===== src/rtl/u8pt_pkg.sv =====
// u8pt_pkg: shared types, constants and decode functions for the UTF-8
// punctuation transliterator.
// No dependencies.
package u8pt_pkg;

    localparam logic [7:0] BYTE_SPACE    = 8'h20;
    localparam logic [7:0] BYTE_QUEST    = 8'h3F;
    localparam logic [7:0] BYTE_APOS     = 8'h27;
    localparam logic [7:0] BYTE_DQUOTE   = 8'h22;
    localparam logic [7:0] BYTE_HYPHEN   = 8'h2D;
    localparam logic [7:0] BYTE_DOT      = 8'h2E;
    localparam logic [5:0] CONT_PAYLOAD  = 6'h3F;

    // byte classes seen by the front end
    typedef enum logic [2:0] {
        CLS_ASCII,
        CLS_CONT,
        CLS_LEAD2,
        CLS_LEAD3,
        CLS_LEAD4,
        CLS_BAD
    } cls_t;

    // one decoded input: up to four output words
    typedef struct packed {
        logic [3:0][7:0] bytes;
        logic [2:0]      count;
        logic            eot;
    } job_t;

    function automatic cls_t classify(input logic [7:0] b);
        cls_t c;
        if (b[7] == 1'b0) begin
            c = CLS_ASCII;
        end else if (b[7:6] == 2'b10) begin
            c = CLS_CONT;
        end else if (b[7:5] == 3'b110) begin
            c = CLS_LEAD2;
        end else if (b[7:4] == 4'b1110) begin
            c = CLS_LEAD3;
        end else if (b[7:3] == 5'b11110) begin
            c = CLS_LEAD4;
        end else begin
            c = CLS_BAD;
        end
        return c;
    endfunction

    function automatic logic [3:0][7:0] replacement(input logic [20:0] code);
        logic [3:0][7:0] r;
        r = {BYTE_SPACE, BYTE_SPACE, BYTE_SPACE, BYTE_QUEST};
        case (code)
            21'h02018, 21'h02019, 21'h0201A, 21'h02032: r[0] = BYTE_APOS;
            21'h0201C, 21'h0201D, 21'h0201E, 21'h02033: r[0] = BYTE_DQUOTE;
            21'h02013: r[0] = BYTE_HYPHEN;
            21'h02014: begin
                r[0] = BYTE_HYPHEN;
                r[1] = BYTE_HYPHEN;
            end
            21'h02026: begin
                r[0] = BYTE_DOT;
                r[1] = BYTE_DOT;
                r[2] = BYTE_DOT;
            end
            21'h000A0: r[0] = BYTE_SPACE;
            default: r[0] = BYTE_QUEST;
        endcase
        return r;
    endfunction

endpackage


===== src/rtl/u8pt_front.sv =====
// u8pt_front: accepts input words, tracks the held UTF-8 sequence and
// turns each input into a job of up to four output bytes.
// Depends on u8pt_pkg.
module u8pt_front (
    input  logic           aclk,
    input  logic           aresetn,
    input  logic           s_tvalid,
    output logic           s_tready,
    input  logic [7:0]     s_tdata,   // [7:0] in_byte
    input  logic           s_tlast,   // end_of_text
    input  logic           q_full,
    output logic           push,
    output u8pt_pkg::job_t job,
    output logic           idle
);

    logic [1:0]      pcnt_reg, pcnt_next;
    logic [2:0]      exp_reg, exp_next;
    logic [20:0]     acc_reg, acc_next;
    logic            accept;
    logic            pending;
    u8pt_pkg::cls_t  cls;
    logic [2:0]      cnt_inc;
    logic [20:0]     acc_shift;
    logic [1:0]      flush_n;
    logic [7:0]      fresh_byte;

    assign s_tready  = !q_full;
    assign accept    = s_tvalid && !q_full;
    assign pending   = (pcnt_reg != 2'd0);
    assign idle      = !pending;
    assign cls       = u8pt_pkg::classify(s_tdata);
    assign cnt_inc   = {1'b0, pcnt_reg} + 3'd1;
    assign acc_shift = {acc_reg[14:0], s_tdata[5:0] & u8pt_pkg::CONT_PAYLOAD};
    assign flush_n   = pending ? pcnt_reg : 2'd0;
    assign fresh_byte = (cls == u8pt_pkg::CLS_ASCII) ? s_tdata : u8pt_pkg::BYTE_SPACE;

    always_comb begin
        pcnt_next = pcnt_reg;
        exp_next  = exp_reg;
        acc_next  = acc_reg;
        job.bytes = {4{u8pt_pkg::BYTE_SPACE}};
        job.count = 3'd0;
        job.eot   = s_tlast;
        if (pending && cls == u8pt_pkg::CLS_CONT) begin
            if (cnt_inc >= exp_reg) begin
                job.bytes = u8pt_pkg::replacement(acc_shift);
                job.count = exp_reg;
                pcnt_next = 2'd0;
                exp_next  = 3'd0;
                acc_next  = 21'd0;
            end else if (s_tlast) begin
                job.count = cnt_inc;
                pcnt_next = 2'd0;
                exp_next  = 3'd0;
                acc_next  = 21'd0;
            end else begin
                pcnt_next = cnt_inc[1:0];
                acc_next  = acc_shift;
            end
        end else begin
            case (cls)
                u8pt_pkg::CLS_LEAD2, u8pt_pkg::CLS_LEAD3, u8pt_pkg::CLS_LEAD4: begin
                    if (s_tlast) begin
                        job.count = {1'b0, flush_n} + 3'd1;
                        pcnt_next = 2'd0;
                        exp_next  = 3'd0;
                        acc_next  = 21'd0;
                    end else begin
                        job.count = {1'b0, flush_n};
                        pcnt_next = 2'd1;
                        case (cls)
                            u8pt_pkg::CLS_LEAD2: begin
                                exp_next = 3'd2;
                                acc_next = {16'd0, s_tdata[4:0]};
                            end
                            u8pt_pkg::CLS_LEAD3: begin
                                exp_next = 3'd3;
                                acc_next = {17'd0, s_tdata[3:0]};
                            end
                            default: begin
                                exp_next = 3'd4;
                                acc_next = {18'd0, s_tdata[2:0]};
                            end
                        endcase
                    end
                end
                default: begin
                    for (int i = 0; i < 4; i++) begin
                        if (flush_n == i[1:0]) begin
                            job.bytes[i] = fresh_byte;
                        end
                    end
                    job.count = {1'b0, flush_n} + 3'd1;
                    pcnt_next = 2'd0;
                    exp_next  = 3'd0;
                    acc_next  = 21'd0;
                end
            endcase
        end
    end

    assign push = accept && (job.count != 3'd0);

    always_ff @(posedge aclk) begin
        if (!aresetn) begin
            pcnt_reg <= 2'd0;
            exp_reg  <= 3'd0;
            acc_reg  <= 21'd0;
        end else if (accept) begin
            pcnt_reg <= pcnt_next;
            exp_reg  <= exp_next;
            acc_reg  <= acc_next;
        end
    end

endmodule


===== src/rtl/u8pt_queue.sv =====
// u8pt_queue: short job queue between front and back ends.
// Depends on u8pt_pkg.
module u8pt_queue #(
    parameter int DEPTH = 4
) (
    input  logic           aclk,
    input  logic           aresetn,
    input  logic           push,
    input  u8pt_pkg::job_t push_job,
    input  logic           pop,
    output logic           full,
    output logic           empty,
    output u8pt_pkg::job_t head
);

    localparam int PW = (DEPTH > 1) ? $clog2(DEPTH) : 1;
    localparam int CW = $clog2(DEPTH + 1);
    localparam logic [PW-1:0] LAST_PTR = PW'(DEPTH - 1);
    localparam logic [CW-1:0] FULL_CNT = CW'(DEPTH);

    u8pt_pkg::job_t    mem [DEPTH];
    logic [PW-1:0]     wr_ptr_reg, wr_ptr_next;
    logic [PW-1:0]     rd_ptr_reg, rd_ptr_next;
    logic [CW-1:0]     cnt_reg, cnt_next;

    assign full  = (cnt_reg == FULL_CNT);
    assign empty = (cnt_reg == '0);
    assign head  = mem[rd_ptr_reg];

    always_comb begin
        wr_ptr_next = wr_ptr_reg;
        rd_ptr_next = rd_ptr_reg;
        cnt_next    = cnt_reg;
        if (push) begin
            wr_ptr_next = (wr_ptr_reg == LAST_PTR) ? '0 : wr_ptr_reg + PW'(1);
        end
        if (pop) begin
            rd_ptr_next = (rd_ptr_reg == LAST_PTR) ? '0 : rd_ptr_reg + PW'(1);
        end
        if (push && !pop) begin
            cnt_next = cnt_reg + CW'(1);
        end else if (pop && !push) begin
            cnt_next = cnt_reg - CW'(1);
        end
    end

    always_ff @(posedge aclk) begin
        if (!aresetn) begin
            wr_ptr_reg <= '0;
            rd_ptr_reg <= '0;
            cnt_reg    <= '0;
        end else begin
            wr_ptr_reg <= wr_ptr_next;
            rd_ptr_reg <= rd_ptr_next;
            cnt_reg    <= cnt_next;
        end
    end

    always_ff @(posedge aclk) begin
        if (push) begin
            mem[wr_ptr_reg] <= push_job;
        end
    end

endmodule


===== src/rtl/u8pt_back.sv =====
// u8pt_back: unpacks queued jobs into single output words through an
// output register.
// Depends on u8pt_pkg.
module u8pt_back (
    input  logic           aclk,
    input  logic           aresetn,
    input  u8pt_pkg::job_t head,
    input  logic           empty,
    output logic           pop,
    output logic           m_tvalid,
    input  logic           m_tready,
    output logic [7:0]     m_tdata,   // [7:0] out_byte
    output logic           m_tlast,   // run_last
    output logic           m_tuser    // text_last
);

    logic [1:0] idx_reg, idx_next;
    logic       vld_reg;
    logic [7:0] data_reg;
    logic       last_reg;
    logic       user_reg;
    logic       load;
    logic       is_last;

    assign load    = !empty && (!vld_reg || m_tready);
    assign is_last = ({1'b0, idx_reg} + 3'd1) == head.count;
    assign pop     = load && is_last;

    always_comb begin
        idx_next = idx_reg;
        if (load) begin
            idx_next = is_last ? 2'd0 : idx_reg + 2'd1;
        end
    end

    always_ff @(posedge aclk) begin
        if (!aresetn) begin
            idx_reg <= 2'd0;
            vld_reg <= 1'b0;
        end else begin
            idx_reg <= idx_next;
            if (load) begin
                vld_reg <= 1'b1;
            end else if (m_tready) begin
                vld_reg <= 1'b0;
            end
        end
    end

    always_ff @(posedge aclk) begin
        if (load) begin
            data_reg <= head.bytes[idx_reg];
            last_reg <= is_last;
            user_reg <= is_last && head.eot;
        end
    end

    assign m_tvalid = vld_reg;
    assign m_tdata  = data_reg;
    assign m_tlast  = last_reg;
    assign m_tuser  = user_reg;

endmodule


===== src/rtl/utf8_punctuation_transliterator.sv =====
// utf8_punctuation_transliterator: top level of the UTF-8 to ASCII
// punctuation filter; front end, job queue and back end.
// Depends on u8pt_pkg, u8pt_front, u8pt_queue, u8pt_back.
//
//  channel | dir | tdata         | tlast       | tuser
//  s_      | in  | [7:0] in_byte | end_of_text | -
//  m_      | out | [7:0] out_byte| run_last    | text_last
//
// One input word is taken per cycle while the job queue has room; output
// words leave one per cycle while m_tready is high, so a replacement of n
// bytes leaves as n words at the back end. An accepted word's job passes
// through the queue, then the output register. Reset clears the held
// sequence and empties the queue. An m_ stall backs up into the queue and
// then holds s_tready low.
module utf8_punctuation_transliterator #(
    parameter int QUEUE_DEPTH = 4
) (
    input  logic       aclk,
    input  logic       aresetn,
    input  logic       s_tvalid,
    output logic       s_tready,
    input  logic [7:0] s_tdata,   // [7:0] in_byte
    input  logic       s_tlast,   // end_of_text
    output logic       m_tvalid,
    input  logic       m_tready,
    output logic [7:0] m_tdata,   // [7:0] out_byte
    output logic       m_tlast,   // run_last
    output logic       m_tuser    // text_last
);

    u8pt_pkg::job_t push_job;
    u8pt_pkg::job_t head;
    logic           push;
    logic           pop;
    logic           q_full;
    logic           q_empty;
    logic           front_idle;

    u8pt_front u_front (
        .aclk     (aclk),
        .aresetn  (aresetn),
        .s_tvalid (s_tvalid),
        .s_tready (s_tready),
        .s_tdata  (s_tdata),
        .s_tlast  (s_tlast),
        .q_full   (q_full),
        .push     (push),
        .job      (push_job),
        .idle     (front_idle)
    );

    u8pt_queue #(
        .DEPTH (QUEUE_DEPTH)
    ) u_queue (
        .aclk     (aclk),
        .aresetn  (aresetn),
        .push     (push),
        .push_job (push_job),
        .pop      (pop),
        .full     (q_full),
        .empty    (q_empty),
        .head     (head)
    );

    u8pt_back u_back (
        .aclk     (aclk),
        .aresetn  (aresetn),
        .head     (head),
        .empty    (q_empty),
        .pop      (pop),
        .m_tvalid (m_tvalid),
        .m_tready (m_tready),
        .m_tdata  (m_tdata),
        .m_tlast  (m_tlast),
        .m_tuser  (m_tuser)
    );

    a_text_last_ends_run: assert property (@(posedge aclk) disable iff (!aresetn)
        m_tvalid && m_tuser |-> m_tlast)
        else $error("text_last without run_last");

    a_no_overflow: assert property (@(posedge aclk) disable iff (!aresetn)
        push |-> !q_full)
        else $error("job pushed into full queue");

    a_eot_clears: assert property (@(posedge aclk) disable iff (!aresetn)
        s_tvalid && s_tready && s_tlast |=> front_idle)
        else $error("sequence still held after end of text");

    a_pop_nonempty: assert property (@(posedge aclk) disable iff (!aresetn)
        pop |-> !q_empty && head.count != 3'd0)
        else $error("pop from empty queue or empty job");

endmodule


===== config.mk =====
export PLATFORM = sky130hd
export DESIGN_NAME = utf8_punctuation_transliterator
export DESIGN_NICKNAME = d
export VERILOG_FILES = /design/src/rtl/u8pt_pkg.sv /design/src/rtl/u8pt_front.sv /design/src/rtl/u8pt_queue.sv /design/src/rtl/u8pt_back.sv /design/src/rtl/utf8_punctuation_transliterator.sv
export SDC_FILE = /design/constraint.sdc
export NUM_CORES = 1
export LEC_CHECK = 0
export BUFFER_PORTS_ARGS = -buffer_cell sky130_fd_sc_hd__buf_2
export CAP_MARGIN = 15
export CORE_AREA = 2 2 88 174
export DETAILED_ROUTE_END_ITERATION = 8
export DIE_AREA = 0 0 90 176
export GPL_TIMING_DRIVEN = 0
export PLACE_DENSITY = 0.74
export SYNTH_ARGS = -nofsm -noshare
export SYNTH_HDL_FRONTEND = slang
export SYNTH_SLANG_ARGS = --single-unit

===== constraint.sdc =====
create_clock -name aclk -period 3.62 [get_ports aclk]
set_input_delay 0.181 -clock aclk [delete_from_list [all_inputs] [get_ports aclk]]
set_output_delay 0.181 -clock aclk [all_outputs]
set_load 0.02 [all_outputs]

-- Word level (Yosys, flattened, before mapping)
Memory sizes are Yosys's and may differ from the RTL's. A register that Yosys moved wholly into a read port is not among the register bits.
Cells that the tools add are included.
- add/subtract/negate cells: 8
- $mul: 0
- divide/modulo/power cells: 0
- magnitude comparators: 2
- eq/ne operators: 28
- shifts and indexed selects: 0
- muxes and demuxes: 51
- bitwise gates (word level): 0
- reductions and logical operators: 26
- operator list (kind ; count):
    $eq A21 B14 Y1 const B ; 11
    $mux W15 ; 4
    $mux W8 ; 6
    $mux W3 ; 15
    $mux W35 ; 1
    $mux W32 ; 1
    $pmux W5 S5 ; 1
    $eq A21 B8 Y1 const B ; 1
    $mux W20 ; 1
    $mux W2 ; 9
    $bmux W8 S2 ; 1
    $eq A2 B2 Y1 const B ; 5
    $pmux W5 S2 ; 1
    $add A2 B1 Y3 const B ; 3
    $eq A3 B3 Y1 const B ; 3
    $logic_and A1 B1 Y1 ; 8
    $pmux W4 S2 ; 1
    $reduce_or A4 Y1 ; 2
    $mux W1 ; 7
    $add A2 B1 Y2 const B ; 3
    $eq A3 B2 Y1 const B ; 2
    $logic_not A3 Y1 ; 2
    $pmux W3 S2 ; 1
    $reduce_bool A2 Y1 ; 3
    19 further kinds ; 23
- bits in registers: 40
- bits in latches: 0
- memory bits (writable): 144
- ROM bits: 0
- output and inout bits: 12
- memories kept: 1
- memory list (memory ; words ; bits a word ; rd ports ; clocked after Yosys merged registers in ; write ports ; line ; text):
    u_queue.mem ; 4 ; 36 ; 1 ; 1 ; 1 ; u8pt_queue.sv:21 ; u8pt_pkg::job_t mem [DEPTH];

-- Longest topological paths before layout
- depth after elaboration: 17
- depth in mapped cells: 14
- depth with buffers taken out: 14

-- Cells and area by module
From an unflattened synthesis, not the netlist that was laid out.
- cell total of the unflattened synthesis: 503
- area total of the unflattened synthesis: 8057.7 um^2
- by module, submodules not included (module ; instances ; cells each ; area an instance (um^2)):
    u8pt_queue ; 1 ; 232 ; 5706.7
    u8pt_front ; 1 ; 231 ; 1669.1
    u8pt_back ; 1 ; 40 ; 681.9

-- Worst setup path before layout
No wires, ideal clock.
- kind: register to register
- from: register u_front.pcnt_reg[0]
- to: register u_queue.cnt_reg[2]
- setup time: 76 ps
- arrival: 3426 ps
- setup slack: 119 ps
- stages on the path, launching flop included: 15
- path buffers: 0
- period minus slack after synthesis: 3501 ps
- path through: dfxtp_1 > inv_1 > ha_1 > ha_1 > nand2_1 > o21ai_1 > mux2i_1 > a22oi_1 > a21oi_1 > ha_1 > inv_1 > fa_1 > xor2_1 > or3_1 > a21boi_0
- longest elaborated chain between the ends: 11
- elaborated cells between the ends (all ways): 18
- those cells by class: 2 x add/sub; 1 x order compare; 7 x mux; 8 x reduce/logical
- RTL lines (element ; line ; text):
    start: declaration ; u8pt_front.sv:17 ; logic [1:0] pcnt_reg, pcnt_next;
    start signal: assignment ; u8pt_front.sv:111 ; pcnt_reg <= pcnt_next;
    $reduce_bool A2 Y1 ; u8pt_front.sv:30 ; assign pending = (pcnt_reg != 2'd0);
    $mux W2 ; u8pt_front.sv:35 ; assign flush_n = pending ? pcnt_reg : 2'd0;
    $add A2 B1 Y3 ; u8pt_front.sv:65, u8pt_front.sv:94 ;
    $mux W3 ; u8pt_front.sv:64 ; if (s_tlast) begin
    $mux W3 ; u8pt_front.sv:62 ; case (cls)
    $mux W35 * ; u8pt_front.sv:45 ; if (pending && cls == u8pt_pkg::CLS_CONT) begin
    $reduce_bool A3 Y1 * ; u8pt_front.sv:103 ; assign push = accept && (job.count != 3'd0);
    $logic_and A1 B1 Y1 * ; u8pt_front.sv:103 ;
    net push ; utf8_punctuation_transliterator.sv:33 ; logic push;
    $logic_not A1 Y1 ; u8pt_queue.sv:42 ; end else if (pop && !push) begin
    $logic_and A1 B1 Y1 ; u8pt_queue.sv:42 ;
    $reduce_bool A2 Y1 (no source line) ; n/a ;
    end signal: assignment ; u8pt_queue.sv:55 ; cnt_reg <= cnt_next;
    end: declaration ; u8pt_queue.sv:24 ; logic [CW-1:0] cnt_reg, cnt_next;
Mark *: on every way through the listed nets, which the timed path passes. The rest lies on a longest branch.
A chain may end at the register's enable or synchronous reset.

-- Final worst setup path
Ends and elaborated chain as after synthesis.

==> metrics.md <==
| Metric | Value |
|---|---|
| Status | `finished clean` |
| Clk sinks | `186` |
| Min cycle time layout | `3.48 ns` |
| Post-route ant nets | `0` |
| Placer Congestion | `0.897` |
| Synth Area in Compound Gates | `0.0522` |
| Clk root buf | `clkbuf_16` |
| Detailed Route Iter0 Violations | `302` |
| Final Net Count | `602` |
| Cells after Synth | `508` |
| Detailed Routing Iterations Pass 1 | `6` |
| Initial core utilization | `0.550` |
| Crit path max fanout | `7` |
| Fmax | `0.287 GHz` |
| Setup crit start kind | `flip-flop` |
| # hold bufs at CTS | `0` |
| Clock buffer depth | `2` |
| Die width | `90 um` |
| Setup violators final | `0` |
| Vias | `4,557` |
| Arr. time, crit path | `3.84 ns` |
| Core area | `14,400 um^2` |
| Number of buffers created by CTS | `17` |
| P_leak | `3.15 nW` |
| Critical path class | `flip-flop to flip-flop` |
| FILL cells | `1,057` |
| CP required | `3.97 ns` |
| Hold Path Origin | `m_tready` |
| DR DRC count | `0` |
| Top FF cell, synth | `edfxtp_1` |
| Layout cells sized above 1 | `0.235` |
| CTS tree | `done` |
| Worst slew margin | `0.394` |
| Most frequent cells in the layout | `edfxtp_1, nand2_1, mux4_2` |
| Via density | `5.86` |
| Multiplexer area fraction after synthesis | `0.132` |
| Xor/xnor share of the synthesized area | `0.00662` |
| Area Overhead vs Synth | `15.0%` |
| H-tree lvl count | `4` |
| Pwr Density | `673 nW/um^2` |
| Hold WC Path Type | `input port to flip-flop` |
| Synth cell types | `56` |
| GRT Total Usage | `0.217` |
| Number of synthesized register bits | `186` |
| Worst setup path start | `u_front.pcnt_reg[0]$_SDFFE_PN0P_` |
| Total Power | `0.00613 W` |
| Antenna diodes | `0` |
| Grt ovf | `0` |
| Vias in the first global route | `4,794` |
| Post-synthesis adder-cell area fraction | `0.0262` |
| Most common cell after layout, fill and taps aside | `edfxtp_1` |
| Critical Path Sink Type | `flip-flop` |
| Yosys Warn Count | `0` |
| Number of buffers added on ports | `22` |
| Number of flip-flops in the largest register | `144` |
| Synth Area in Simple Gates | `0.101` |
| Cell area after synthesis | `7930 um^2` |
| I/O pins | `25` |
| Global-route wire length before repair | `25,700 um` |
| Register area | `5270 um^2` |
| WL/cell | `20.4 um` |
| Final WS setup | `0.139 ns` |
| Final-report max-slew violation count | `0` |
| Period utilization | `0.962` |
| Hold Fails Final Rpt | `0` |
| Syn avg cell area | `15.6 um^2` |
| Transition time of the tightest slew-check pin | `0.909 ns` |
| Die Ht | `176 um` |
| Total wire length | `15,800 um` |
| Post-synthesis async set-or-reset flop share | `0` |
| Post-placement setup slack | `-0.479 ns` |
| Largest family of logic cells by synthesized area | `multiplexers` |
| RR Startpoint | `u_front.pcnt_reg[0]$_SDFFE_PN0P_` |
| Pin count of the biggest net entering global routing | `32` |
| Post-synth EDFFs | `154` |
| Multi-input gate area | `2640 um^2` |
| Peak supply drop | `0.476 mV` |
| Clk Latency, worst-skew pair | `0.42 ns` |
| # rows | `62` |
| Initial antenna violation count | `0` |
| Seq/Total Area, Yosys | `0.664` |
| Worst-path clk slew | `0.07 ns` |
| Final HPWL DP | `10,900 um` |
| Total of max-cap violations | `0` |
| Die area | `15,800 um^2` |
| Worst Skew | `0.0102 ns` |
cell type report:
| cell class | instances | area share |
|---|---|---|
| tap | 192 | 0.0263 |
| timing repair buffer | 31 | 0.0258 |
| inverter | 11 | 0.00453 |
| multi-input combinational | 303 | 0.289 |
| sequential | 186 | 0.578 |
| buffer | 23 | 0.0108 |
| clock inverter | 15 | 0.0189 |
| clock buffer | 17 | 0.0467 |
per-stage QoR:
stage | util | setup TNS [ns] | instances | hold WS, ns | cell area, um^2
after floorplan | - | 0 | 523 | 0.280 | 7990
after global placement | 0.578 | -137.50 | 737 | 0.443 | 8340
after detailed placement | 0.585 | -0.550 | 742 | 0.454 | 8440
after CTS | 0.629 | 0 | 776 | 0.0314 | 9080
after global routing | 0.632 | -0.0138 | 778 | 0.0494 | 9120
final | 0.632 | 0 | 778 | 0.0499 | 9120
cells by family (layout without fill, tap and decap cells):
kind of cell    count (synthesis)  in the layout
xor+xnor                        6              6
mux                            50             50
buf+inv                        34             97
fa+ha+maj                      16             16
other cells                     1             16
simple gates                  153            153
compound gates                 62             62
flops                         186            186
synth_stat cells, drive strengths merged (3+ instances only):
library cell / instances / area [um^2]
xnor2: 3 / 26.3
nand2: 61 / 229
buf: 9 / 45.1
or2: 3 / 18.8
nor4: 5 / 31.3
dfxtp: 32 / 641
nand3: 4 / 20.0
mux4: 44 / 991
inv: 11 / 41.3
edfxtp: 154 / 4620
nor2b: 14 / 87.6
a21boi: 5 / 37.5
and2: 22 / 138
nor2: 14 / 52.6
and3: 4 / 25.0
nor3: 4 / 31.3
or3b: 3 / 26.3
a22oi: 4 / 30.0
mux2i: 6 / 60.1
ha: 15 / 188
clkbuf: 14 / 53.8
nor4b: 4 / 35.0
o21ai: 8 / 40.0
a21oi: 23 / 115
o22ai: 4 / 25.0
xor2: 3 / 26.3
or3: 4 / 25.0
nand2b: 4 / 25.0
routing by layer:
layer / vias up / routed length, um / track usage
li1: 2078 / - / -
met1: 2297 / 5880 / 0.237
met2: 153 / 8860 / 0.393
met3: 29 / 657 / 0.0495
met4: 0 / 436 / 0.107
met5: - / 0 / 0
critical path, cell delays in order, from the launching register on:
cell	delay, ns
dfxtp_2	0.40
inv_2	0.09
ha_4	0.27
ha_1	0.28
nand2_1	0.07
o21ai_4	0.23
mux2i_2	0.28
a22oi_2	0.16
a21oi_2	0.23
ha_1	0.21
inv_1	0.07
fa_1	0.45
xor2_1	0.19
or3_1	0.33
a21boi_0	0.16
worst paths after layout:
check | endpoint | slack (ns) | cells past startpoint
min reg2reg | u_front.acc_reg[10]$_SDFFE_PN0P_ | 0.46 | 2
min | u_back.m_tvalid$_SDFFE_PN0P_ | 0.05 | 4
max | u_queue.cnt_reg[2]$_SDFFE_PN0P_ | 0.14 | 14
max reg2reg | u_queue.cnt_reg[2]$_SDFFE_PN0P_ | 0.14 | 14
power by group:
part	leakage [nW]	switching, W	total, W	internal [W]
combinational	1.16	0.000825	0.00150	0.000675
sequential	1.70	0.0000993	0.00278	0.00268
clock	0.293	0.000766	0.00185	0.00109
total	3.15	0.00169	0.00613	0.00444
timing repair:
item | 4_1_cts | 5_1_grt
pin swaps | 2 | 2
buffers inserted | 2 | 2
endpoints found under the setup margin | 28 | 1
gates cloned | 0 | 0
gates resized for setup | 5 | 6
Note: power is estimated with default switching activity, not from simulation.
